**config.mk**
```make
export PLATFORM = sky130hd
export DESIGN_NAME = sync_xor_frame_receiver_top_flat
export DESIGN_NICKNAME = d
export VERILOG_FILES = /design/src/rtl/core/sxfr_pkg.sv /design/src/rtl/core/sxfr_intf.sv /design/src/rtl/core/sync_xor_frame_receiver_top.sv /design/src/rtl/core/sxfr_cfg_regs.sv /design/src/rtl/core/sxfr_core.sv /design/src/rtl/core/sxfr_out_reg.sv /design/src/flat_wrapper.sv
export SDC_FILE = /design/constraint.sdc
export NUM_CORES = 1
export LEC_CHECK = 0
export BUFFER_PORTS_ARGS = -buffer_cell sky130_fd_sc_hd__clkbuf_2
export CORE_ASPECT_RATIO = 0.5
export CORE_MARGIN = 2
export CORE_UTILIZATION = 50
export DETAILED_ROUTE_END_ITERATION = 6
export HOLD_SLACK_MARGIN = 0.06
export PLACE_DENSITY_LB_ADDON = 0.05
export RECOVER_POWER = 25
export SETUP_SLACK_MARGIN = 0.15
export SLEW_MARGIN = 30
export SYNTH_ARGS = -nofsm -noshare
export SYNTH_HDL_FRONTEND = slang
export SYNTH_HIERARCHICAL = 1
export SYNTH_SLANG_ARGS = --single-unit
```
**constraint.sdc**
```tcl
create_clock -name clk -period 2.7 [get_ports clk]
set_input_delay 0.135 -clock clk [delete_from_list [all_inputs] [get_ports clk]]
set_output_delay 0.135 -clock clk [all_outputs]
set_load 0.05 [all_outputs]
```
**src/rtl/core/sxfr_pkg.sv**
```systemverilog
// Shared types and constants for the sync/XOR frame receiver.
// No dependencies; used by every file in rtl/core.

package sxfr_pkg;

  localparam int unsigned BYTE_W  = 8;
  localparam int unsigned KIND_W  = 2;
  localparam int unsigned CFG_IDX_W = 2;

  localparam logic [CFG_IDX_W-1:0] CFG_FIRST_SYNC     = 2'd0;
  localparam logic [CFG_IDX_W-1:0] CFG_SECOND_SYNC    = 2'd1;
  localparam logic [CFG_IDX_W-1:0] CFG_PAYLOAD_LENGTH = 2'd2;

  localparam logic [BYTE_W-1:0] FIRST_SYNC_RST     = 8'hAA;
  localparam logic [BYTE_W-1:0] SECOND_SYNC_RST    = 8'hCC;
  localparam logic [BYTE_W-1:0] PAYLOAD_LENGTH_RST = 8'd8;

  localparam logic [KIND_W-1:0] KIND_PAYLOAD = 2'd0;
  localparam logic [KIND_W-1:0] KIND_GOOD    = 2'd1;
  localparam logic [KIND_W-1:0] KIND_BAD     = 2'd2;

  typedef enum logic [2:0] {
    PH_HUNT   = 3'b001,
    PH_SECOND = 3'b010,
    PH_BODY   = 3'b100
  } phase_t;

  typedef struct packed {
    logic [BYTE_W-1:0] first_sync;
    logic [BYTE_W-1:0] second_sync;
    logic [BYTE_W-1:0] payload_length;
  } cfg_t;

  typedef struct packed {
    logic [KIND_W-1:0] result_kind;
    logic [BYTE_W-1:0] payload_byte;
    logic [BYTE_W-1:0] payload_index;
  } res_t;

endpackage

```
**src/rtl/core/sxfr_intf.sv**
```systemverilog
// Valid/ready channel interfaces: received bytes, results, register writes.
// Depends on sxfr_pkg for widths.

interface sxfr_rx_if;
  logic                         valid;
  logic                         ready;
  logic [sxfr_pkg::BYTE_W-1:0]  rx_byte;
  logic                         line_error;

  modport source (output valid, output rx_byte, output line_error, input ready);
  modport sink   (input valid, input rx_byte, input line_error, output ready);
endinterface

interface sxfr_res_if;
  logic                         valid;
  logic                         ready;
  logic [sxfr_pkg::KIND_W-1:0]  result_kind;
  logic [sxfr_pkg::BYTE_W-1:0]  payload_byte;
  logic [sxfr_pkg::BYTE_W-1:0]  payload_index;

  modport source (output valid, output result_kind, output payload_byte,
                  output payload_index, input ready);
  modport sink   (input valid, input result_kind, input payload_byte,
                  input payload_index, output ready);
endinterface

interface sxfr_cfg_if;
  logic                           valid;
  logic                           ready;
  logic [sxfr_pkg::CFG_IDX_W-1:0] index;
  logic [sxfr_pkg::BYTE_W-1:0]    data;

  modport source (output valid, output index, output data, input ready);
  modport sink   (input valid, input index, input data, output ready);
endinterface

```
**src/rtl/core/sync_xor_frame_receiver_top.sv**
```systemverilog
// Sync/XOR frame receiver top level.
// Path: an accepted byte is held in the input register, and its result in the result register until taken.
// Throughput: one byte per cycle unless the result side stalls; the input register and result register each
// hold one transaction, so a stalled result blocks input after one more byte.
// Reset (rst, synchronous): state back to hunting, counters and checksum zero,
// registers to first_sync 0xAA, second_sync 0xCC, payload_length 8.

module sync_xor_frame_receiver_top (
  input  logic        clk,
  input  logic        rst,
  sxfr_rx_if.sink     rx,
  sxfr_res_if.source  result,
  sxfr_cfg_if.sink    cfg
);

  sxfr_pkg::cfg_t regs;
  sxfr_pkg::res_t res;
  logic           res_valid;
  logic           out_free;

  sxfr_cfg_regs u_cfg (
    .clk  (clk),
    .rst  (rst),
    .cfg  (cfg),
    .regs (regs)
  );

  sxfr_core u_core (
    .clk       (clk),
    .rst       (rst),
    .regs      (regs),
    .rx        (rx),
    .out_free  (out_free),
    .res_valid (res_valid),
    .res       (res)
  );

  sxfr_out_reg u_out (
    .clk       (clk),
    .rst       (rst),
    .res_valid (res_valid),
    .res       (res),
    .out_free  (out_free),
    .result    (result)
  );

endmodule

```
**src/rtl/core/sxfr_cfg_regs.sv**
```systemverilog
// Configuration register file: sync bytes and payload length.
// Depends on sxfr_pkg and sxfr_cfg_if.

module sxfr_cfg_regs (
  input  logic            clk,
  input  logic            rst,
  sxfr_cfg_if.sink        cfg,
  output sxfr_pkg::cfg_t  regs
);

  assign cfg.ready = 1'b1;

  always_ff @(posedge clk) begin
    if (rst) begin
      regs.first_sync     <= sxfr_pkg::FIRST_SYNC_RST;
      regs.second_sync    <= sxfr_pkg::SECOND_SYNC_RST;
      regs.payload_length <= sxfr_pkg::PAYLOAD_LENGTH_RST;
    end else if (cfg.valid) begin
      case (cfg.index)
        sxfr_pkg::CFG_FIRST_SYNC:     regs.first_sync     <= cfg.data;
        sxfr_pkg::CFG_SECOND_SYNC:    regs.second_sync    <= cfg.data;
        sxfr_pkg::CFG_PAYLOAD_LENGTH: regs.payload_length <= cfg.data;
        default: ;
      endcase
    end
  end

endmodule

```
**src/rtl/core/sxfr_core.sv**
```systemverilog
// Input register and frame state machine: sync hunt, payload indexing,
// running XOR checksum and verdict. Depends on sxfr_pkg and sxfr_rx_if.

module sxfr_core (
  input  logic            clk,
  input  logic            rst,
  input  sxfr_pkg::cfg_t  regs,
  sxfr_rx_if.sink         rx,
  input  logic            out_free,
  output logic            res_valid,
  output sxfr_pkg::res_t  res
);

  logic                        s1_valid;
  logic [sxfr_pkg::BYTE_W-1:0] s1_byte;
  logic                        s1_err;
  logic                        advance;

  sxfr_pkg::phase_t            phase, phase_next;
  logic [sxfr_pkg::BYTE_W-1:0] bytes_left, bytes_left_next;
  logic [sxfr_pkg::BYTE_W-1:0] running_xor, running_xor_next;

  assign advance  = s1_valid && out_free;
  assign rx.ready = !s1_valid || advance;

  always_ff @(posedge clk) begin
    if (rst) begin
      s1_valid <= 1'b0;
    end else if (rx.ready) begin
      s1_valid <= rx.valid;
    end
    if (rx.valid && rx.ready) begin
      s1_byte <= rx.rx_byte;
      s1_err  <= rx.line_error;
    end
  end

  always_comb begin
    phase_next       = phase;
    bytes_left_next  = bytes_left;
    running_xor_next = running_xor;
    res_valid        = 1'b0;
    res.result_kind  = sxfr_pkg::KIND_PAYLOAD;
    res.payload_byte = s1_byte;
    res.payload_index = '0;
    if (advance && !s1_err) begin
      case (phase)
        sxfr_pkg::PH_SECOND: begin
          if (s1_byte == regs.second_sync) begin
            bytes_left_next  = regs.payload_length;
            running_xor_next = running_xor ^ s1_byte;
            phase_next       = sxfr_pkg::PH_BODY;
          end else begin
            phase_next = sxfr_pkg::PH_HUNT;
          end
        end
        sxfr_pkg::PH_BODY: begin
          res_valid = 1'b1;
          if (bytes_left != '0) begin
            res.payload_index = regs.payload_length - bytes_left;
            running_xor_next  = running_xor ^ s1_byte;
            bytes_left_next   = bytes_left - 1'b1;
          end else begin
            res.result_kind = (s1_byte == running_xor) ? sxfr_pkg::KIND_GOOD
                                                       : sxfr_pkg::KIND_BAD;
            phase_next      = sxfr_pkg::PH_HUNT;
          end
        end
        default: begin
          if (s1_byte == regs.first_sync) begin
            running_xor_next = s1_byte;
            phase_next       = sxfr_pkg::PH_SECOND;
          end else begin
            phase_next = sxfr_pkg::PH_HUNT;
          end
        end
      endcase
    end
  end

  always_ff @(posedge clk) begin
    if (rst) begin
      phase       <= sxfr_pkg::PH_HUNT;
      bytes_left  <= '0;
      running_xor <= '0;
    end else begin
      phase       <= phase_next;
      bytes_left  <= bytes_left_next;
      running_xor <= running_xor_next;
    end
  end

endmodule

```
**src/rtl/core/sxfr_out_reg.sv**
```systemverilog
// Result register: holds one result until the downstream transaction completes.
// Depends on sxfr_pkg and sxfr_res_if.

module sxfr_out_reg (
  input  logic            clk,
  input  logic            rst,
  input  logic            res_valid,
  input  sxfr_pkg::res_t  res,
  output logic            out_free,
  sxfr_res_if.source      result
);

  sxfr_pkg::res_t held;

  assign out_free             = !result.valid || result.ready;
  assign result.result_kind   = held.result_kind;
  assign result.payload_byte  = held.payload_byte;
  assign result.payload_index = held.payload_index;

  always_ff @(posedge clk) begin
    if (rst) begin
      result.valid <= 1'b0;
    end else if (out_free) begin
      result.valid <= res_valid;
    end
    if (out_free && res_valid) begin
      held <= res;
    end
  end

endmodule

```
**src/flat_wrapper.sv**
```systemverilog
// flat-port wrapper written by rule: the top's interface ports become plain ports
module sync_xor_frame_receiver_top_flat 
  (clk, rst, rx_valid, rx_rx_byte, rx_line_error, rx_ready, result_valid, result_result_kind, result_payload_byte, result_payload_index, result_ready, cfg_valid, cfg_index, cfg_data, cfg_ready);
  sxfr_rx_if rx_i ();
  sxfr_res_if result_i ();
  sxfr_cfg_if cfg_i ();
  input  logic clk;
  input  logic rst;
  input wire logic [$bits(rx_i.valid)-1:0] rx_valid;
  input wire logic [$bits(rx_i.rx_byte)-1:0] rx_rx_byte;
  input wire logic [$bits(rx_i.line_error)-1:0] rx_line_error;
  output wire logic [$bits(rx_i.ready)-1:0] rx_ready;
  output wire logic [$bits(result_i.valid)-1:0] result_valid;
  output wire logic [$bits(result_i.result_kind)-1:0] result_result_kind;
  output wire logic [$bits(result_i.payload_byte)-1:0] result_payload_byte;
  output wire logic [$bits(result_i.payload_index)-1:0] result_payload_index;
  input wire logic [$bits(result_i.ready)-1:0] result_ready;
  input wire logic [$bits(cfg_i.valid)-1:0] cfg_valid;
  input wire logic [$bits(cfg_i.index)-1:0] cfg_index;
  input wire logic [$bits(cfg_i.data)-1:0] cfg_data;
  output wire logic [$bits(cfg_i.ready)-1:0] cfg_ready;
  assign rx_i.valid = rx_valid;
  assign rx_i.rx_byte = rx_rx_byte;
  assign rx_i.line_error = rx_line_error;
  assign rx_ready = rx_i.ready;
  assign result_valid = result_i.valid;
  assign result_result_kind = result_i.result_kind;
  assign result_payload_byte = result_i.payload_byte;
  assign result_payload_index = result_i.payload_index;
  assign result_i.ready = result_ready;
  assign cfg_i.valid = cfg_valid;
  assign cfg_i.index = cfg_index;
  assign cfg_i.data = cfg_data;
  assign cfg_ready = cfg_i.ready;
  sync_xor_frame_receiver_top u_core (.clk(clk), .rst(rst), .rx(rx_i), .result(result_i), .cfg(cfg_i));
endmodule
```
==> flow_metrics.tcl, run 1 <==
set metrics [dict create \
    clk_pin_slew_ps 50 \
    crit_path_cell_trace "inv_1 > ha_1 > nor2b_1 > o21ai_0 > a21boi_0 > o21a_1 > o41ai_1 > mux2i_1" \
    cp-start-kind "flop" \
    powerDensity_nw_per_um2 559.4 \
    critPathArrivalTime_ps 2390 \
    crit_buf_inv 1 \
    critPathCaptureType "flop" \
    synth.distinct_cells 52 \
    cp_slowest_cell "o41ai_1" \
    final_cells 530 \
    fin_crit_ps 2330 \
    antenna_cells 0 \
    synthesis.area_sq_um 3826 \
    multi_input_area_sq_um 1889 \
    drtIter0Drc 246 \
    max-vdd-ir-drop_mv 0.3447 \
    place_area_sq_um 4013 \
    grt_pass1_vias 2682 \
    maxCapViolations 1 \
    drc 0 \
    cts_root_buf "clkbuf_16" \
    ctsResizeCount 0 \
    crit_fanout 8 \
    slew_headroom_pct -44.73 \
    clock-sinks 72 \
    hold_class "primary input to flop" \
    cts_tree "done" \
    tns_ps 0 \
    setup_violations 0 \
    clk_latency_ps 330 \
    avgSynthCellArea_sq_um 9.861 \
    cts.htree.levels 3 \
    cp_top_family "compound AO/OA/AOI/OAI gates" \
    final_util_pct 59.43 \
    rsz0062_at_grt "no" \
    portBuffers 43 \
    crit_type "flop to flop" \
    drive_gt1_share_pct 16.82 \
    p_leak_nw 1.624 \
    synthCells 388 \
    first_pass_iters 5 \
    die_h_um 65.86 \
    die_w_um 127.7 \
    critPathRequiredTime_ps 2760 \
    dp_hpwl_um 5883 \
    hold_violations 0 \
    finalInstanceArea_sq_um 4384 \
    totalWireLength_um 8317 \
    regArea_sq_um 1712 \
    gr-total-overflow 0 \
    fillCellCount 635 \
    nets 465 \
    numCtsBuffers 9 \
    ant_nets 0 \
    fmax_ghz 0.4292 \
    vias 2891 \
    clockBufferDepth 2 \
    r2r_slack_ps 370 \
    via_per_inst 5.455 \
    outcome "finished with violations" \
    grt_pass1_wl_um 13480 \
    dp_cells 505 \
    failed_checks "max-capacitance violations, max-slew violations" \
    maxSlewViolCount 61 \
    syn_to_final_growth_pct 14.58 \
    max_stage_delay_ps 360 \
    grt_usage_pct 21.39 \
    tightest_slew_ps 2171 \
    antenna_found_initial 0 \
    grt_max_degree 61 \
    io_pins 45 \
    skew_ps 5.407 \
    core_area_sq_um 7377 \
    yosysWarnings 6 \
    dieArea_sq_um 8410 \
    fin_crit_sh_pct 86.30 \
    synth_seq_cells 72 \
    std_cell_rows 22 \
    ys_seq_area_share_pct 44.74 \
    start_util_pct 51.87 \
    wl_per_cell_um 15.69 \
    synthesis.nets 423 \
    gp_congestion 0.8148 \
]
==> layout by cell type, fill, tap and decap left out, types with 11 or more instances in the layout <==
master,instances
nor2_1,46
mux2i_1,25
dfxtp_1,45
a21oi_1,19
clkbuf_2,42
nand3_1,11
o21ai_0,18
edfxtp_1,27
inv_1,13
nand2b_1,26
xnor2_1,25
==> final cells by class <==
type | count | share of cell area, %
timing repair buffer | 56 | 7.677
clock buffer | 15 | 6.336
inverter | 13 | 1.113
tap | 96 | 2.740
sequential | 72 | 39.04
multi-input combinational | 278 | 43.09
==> per-stage QoR <==
| stage | total power, mW | hold WS [ps] | setup slack, ps |
|---|---|---|---|
| global placement | 1.358 | 312.2 | 461.0 |
| finish | 2.452 | 87.34 | 370.0 |
| global route | 2.540 | 103.5 | 174.3 |
| CTS | 2.485 | 77.98 | 385.9 |
| floorplan | 1.331 | 197.4 | 665.2 |
| detailed placement | 1.362 | 313.6 | 396.2 |
==> worst min-delay path, stage by stage <==
cell and delay (ps):
clkbuf_2 90, nor2_1 40, mux2i_1 110
==> logic make-up (layout without fill, tap and decap cells) <==
logic type / after synthesis / in the layout / synth area share (%)
mux: 25 / 25 / 6.540
buf+inv: 38 / 84 / 5.755
simple gates: 156 / 156 / 23.38
other cells: 1 / 1 / 0.09801
fa+ha+maj: 11 / 11 / 3.793
compound gates: 57 / 57 / 9.091
xor+xnor: 28 / 28 / 6.606
flops: 72 / 72 / 44.74
==> synth_stat cells, drive strengths merged <==
library cell	count	area [sq um]
a211o	1	8.760
a211oi	2	15.01
a21boi	1	7.510
a21o	2	15.01
a21oi	20	103.9
a22oi	1	7.510
a31oi	2	12.51
a41oi	1	8.760
and2	3	21.27
and3	3	18.77
and3b	2	17.52
and4	2	17.52
buf	17	141.4
clkbuf	8	30.03
conb	1	3.750
dfxtp	45	900.9
edfxtp	27	810.8
fa	1	20.02
ha	10	125.1
inv	13	48.80
mux2i	25	250.2
nand2	9	33.78
nand2b	27	176.4
nand3	11	55.05
nand3b	1	7.510
nand4	7	43.79
nand4b	8	70.07
nor2	46	172.7
nor2b	9	56.30
nor3	8	40.04
nor3b	1	12.51
nor4	2	12.51
o2111ai	1	15.01
o211a	1	10.01
o21a	2	15.01
o21ai	21	112.6
o21bai	1	7.510
o41ai	1	8.760
or2	8	50.05
or3b	1	8.760
or4b	8	80.08
xnor2	26	235.2
xor2	2	17.52
==> where the power goes <==
group          switching [mW]  internal, mW  total [mW]  leakage [nW]
clock network           0.408         0.693        1.10         0.136
logic                  0.0789        0.0852       0.164         0.895
registers              0.0362          1.15        1.19         0.594
==> what timing repair did <==
item                      CTS  global route
hold buffers               10             0
setup buffers               0             0
hold endpoints to repair   10             0
==> path summary, 6_finish.rpt <==
path / cells after the start / startpoint / endpoint
worst max register to register: 8 / u_core/u_core/bytes_left[1] / u_core/u_out/result.payload_index[7]
worst min-delay path: 3 / cfg_data[6] / u_core/u_cfg/regs[14]
worst min register to register: 2 / u_core/u_cfg/regs[0] / u_core/u_cfg/regs[0]
worst max-delay path: 8 / u_core/u_core/bytes_left[1] / u_core/u_out/result.payload_index[7]
==> metal layers <==
layer  track usage, %  share of wire, %  up-vias
met3            5.583               3.6        9
met5                0                 0        -
li1                 -                 -     1435
met2            34.16                45       63
met1            29.01                50     1384
met4            6.044              0.97        0
==> state kept, by name, indices dropped and copies added (netlist names) <==
register / flops
u_core/u_core/phase: 3
u_core/u_core/s1_byte: 8
u_core/u_core/bytes_left: 8
u_core/u_out/result.result_kind: 2
u_core/u_out/result.valid: 1
u_core/u_out/result.payload_index: 8
u_core/u_out/result.payload_byte: 8
u_core/u_core/s1_err: 1
u_core/u_core/running_xor: 8
u_core/u_cfg/regs: 24
u_core/u_core/s1_valid: 1
(Power assumes the default switching activity.)
==> inputs of run 2 (changes only) <==
--- a/config.mk
+++ b/config.mk
@@ -9,10 +9,11 @@
 export CORE_ASPECT_RATIO = 0.5
 export CORE_MARGIN = 2
 export CORE_UTILIZATION = 50
+export CTS_CLUSTER_SIZE = 10
 export DETAILED_ROUTE_END_ITERATION = 6
 export HOLD_SLACK_MARGIN = 0.06
 export PLACE_DENSITY_LB_ADDON = 0.05
-export RECOVER_POWER = 25
+export RECOVER_POWER = 50
 export SETUP_SLACK_MARGIN = 0.15
 export SLEW_MARGIN = 30
 export SYNTH_ARGS = -nofsm -noshare
==> run 2 against run 1 <==
The flow still finishes with violations (max-capacitance violations, max-slew violations). Sequential power hardly changed. Register-to-register slack barely moved. Flip-flop and latch count unchanged. First-iteration DRC count fell by 22%. Core utilization is 0.36 points lower. Combinational power about the same. Power about the same. Cell area is 0.60% lower. Die area stayed put. Largest cell class unchanged.
==> flow_metrics.tcl, run 2 (synthesis results as in run 1) <==
set metrics [dict create \
    slew_headroom_pct -41.96 \
    fin_crit_ps 2342 \
    clockBufferDepth 2 \
    r2r_slack_ps 360 \
    grt_pass1_vias 2682 \
    rsz0062_at_grt "no" \
    maxSlewViolCount 61 \
    io_pins 45 \
    first_pass_iters 4 \
    finalInstanceArea_sq_um 4358 \
    fin_crit_sh_pct 86.75 \
    r2r_cells 8 \
    final_cell_mix "46 x nor2_1, 45 x dfxtp_1, 27 x edfxtp_1" \
    crit_buf_inv 1 \
    outcome "finished with violations" \
    hold_class "primary input to flop" \
    tns_ps 0 \
    vias 2858 \
    failed_checks "max-capacitance violations, max-slew violations" \
    powerDensity_nw_per_um2 563.0 \
    layout_commonest_cell "nor2_1" \
    gr-total-overflow 0 \
    core_area_sq_um 7377 \
    dp_hpwl_um 5883 \
    gp_congestion 0.8148 \
    p_leak_nw 1.572 \
    grt_usage_pct 21.39 \
    syn_to_final_growth_pct 13.90 \
    path_depth 8 \
    totalWireLength_um 8275 \
    top_register "u_core/u_cfg/regs" \
    drc 0 \
    tightest_slew_ps 2129 \
    critPathCaptureType "flop" \
    die_w_um 127.7 \
    grt_pass1_wl_um 13480 \
    max-vdd-ir-drop_mv 0.3445 \
    drive_gt1_share_pct 12.44 \
    antenna_found_initial 0 \
    critPathRequiredTime_ps 2760 \
    antenna_cells 0 \
    fmax_ghz 0.4270 \
    maxCapViolations 1 \
    cp-start-kind "flop" \
    drtIter0Drc 193 \
    dieArea_sq_um 8410 \
    cp_slowest_cell "o41ai_1" \
    crit_path_cell_trace "inv_1 > ha_1 > nor2b_1 > o21ai_0 > a21boi_0 > o21a_1 > o41ai_1 > mux2i_1" \
    crit_fanout 8 \
    cts_root_buf "clkbuf_16" \
    clock-sinks 72 \
    cts.htree.levels 3 \
    via_per_inst 5.392 \
    start_util_pct 51.87 \
    largest_reg_flops 24 \
    nets 465 \
    die_h_um 65.86 \
    hold_violations 0 \
    std_cell_rows 22 \
    max_stage_delay_ps 360 \
    skew_ps 5.194 \
    numCtsBuffers 9 \
    clk_latency_ps 330 \
    cp_top_family "compound AO/OA/AOI/OAI gates" \
    grt_max_degree 61 \
    final_util_pct 59.07 \
    wl_per_cell_um 15.61 \
    hold_depth 3 \
    cts_tree "done" \
    portBuffers 43 \
    setup_slack_ps 357.8 \
    ant_nets 0 \
    critPathArrivalTime_ps 2410 \
    cts_setup_buffers 0 \
    dp_slack_ps 396.2 \
    clk_pin_slew_ps 50 \
    crit_type "flop to flop" \
    place_area_sq_um 4013 \
    setup_violations 0 \
]
run 2: stage by stage:
step                      hold WS [ps]  power [mW]  std cells
after floorplan                  197.4       1.331        388
after global placement           312.2       1.358        505
after detailed placement         313.6       1.362        505
after CTS                        77.98       2.485        530
after global routing             103.5       2.540        530
final                            89.87       2.454        530
run 2: final cells by class:
cell class	instances	area, sq um
inverters	13	48.80
flip-flops and latches	72	1712
well taps	96	120.1
repair buffers	56	310.3
fillers	647	3019
clock buffers	15	277.8
multi-input cells	278	1889
run 2: worst reg2reg max path: cells and delay by family, from the launching register on:
family                   cells  cell delay, ps
AO/OA/AOI/OAI                4             990
flip-flops                   1             310
AND/OR/NAND/NOR              1             140
multiplexers                 1             130
buffers and inverters        1             210
adder cells (fa/ha/maj)      1             290
run 2: worst paths after layout:
| check | startpoint | to |
|---|---|---|
| hold / removal | cfg_data[6] | u_core/u_cfg/regs[14] |
| hold reg to reg | u_core/u_cfg/regs[0] | u_core/u_cfg/regs[0] |
| setup / recovery | u_core/u_core/bytes_left[1] | u_core/u_out/result.payload_index[7] |
| setup reg to reg | u_core/u_core/bytes_left[1] | u_core/u_out/result.payload_index[7] |
run 2: per-layer routing:
layer	track usage [%]	wire [um]
met3	5.583	358
met5	0	0
met4	6.044	78
met2	34.16	3699
met1	29.01	4139
run 2: power breakdown:
group	internal [mW]	leakage (nW)	switching, mW	total, mW
combinational	0.0847	0.842	0.0786	0.163
sequential	1.15	0.594	0.0363	1.19
clock	0.693	0.136	0.409	1.10
total	1.93	1.57	0.524	2.45
run 2: what timing repair did:
action / 4_1_cts / 5_1_grt
hold buffers: 10 / 0
gates resized for setup: 0 / 0
hold endpoints to repair: 10 / 0
setup endpoints to repair: 0 / 0
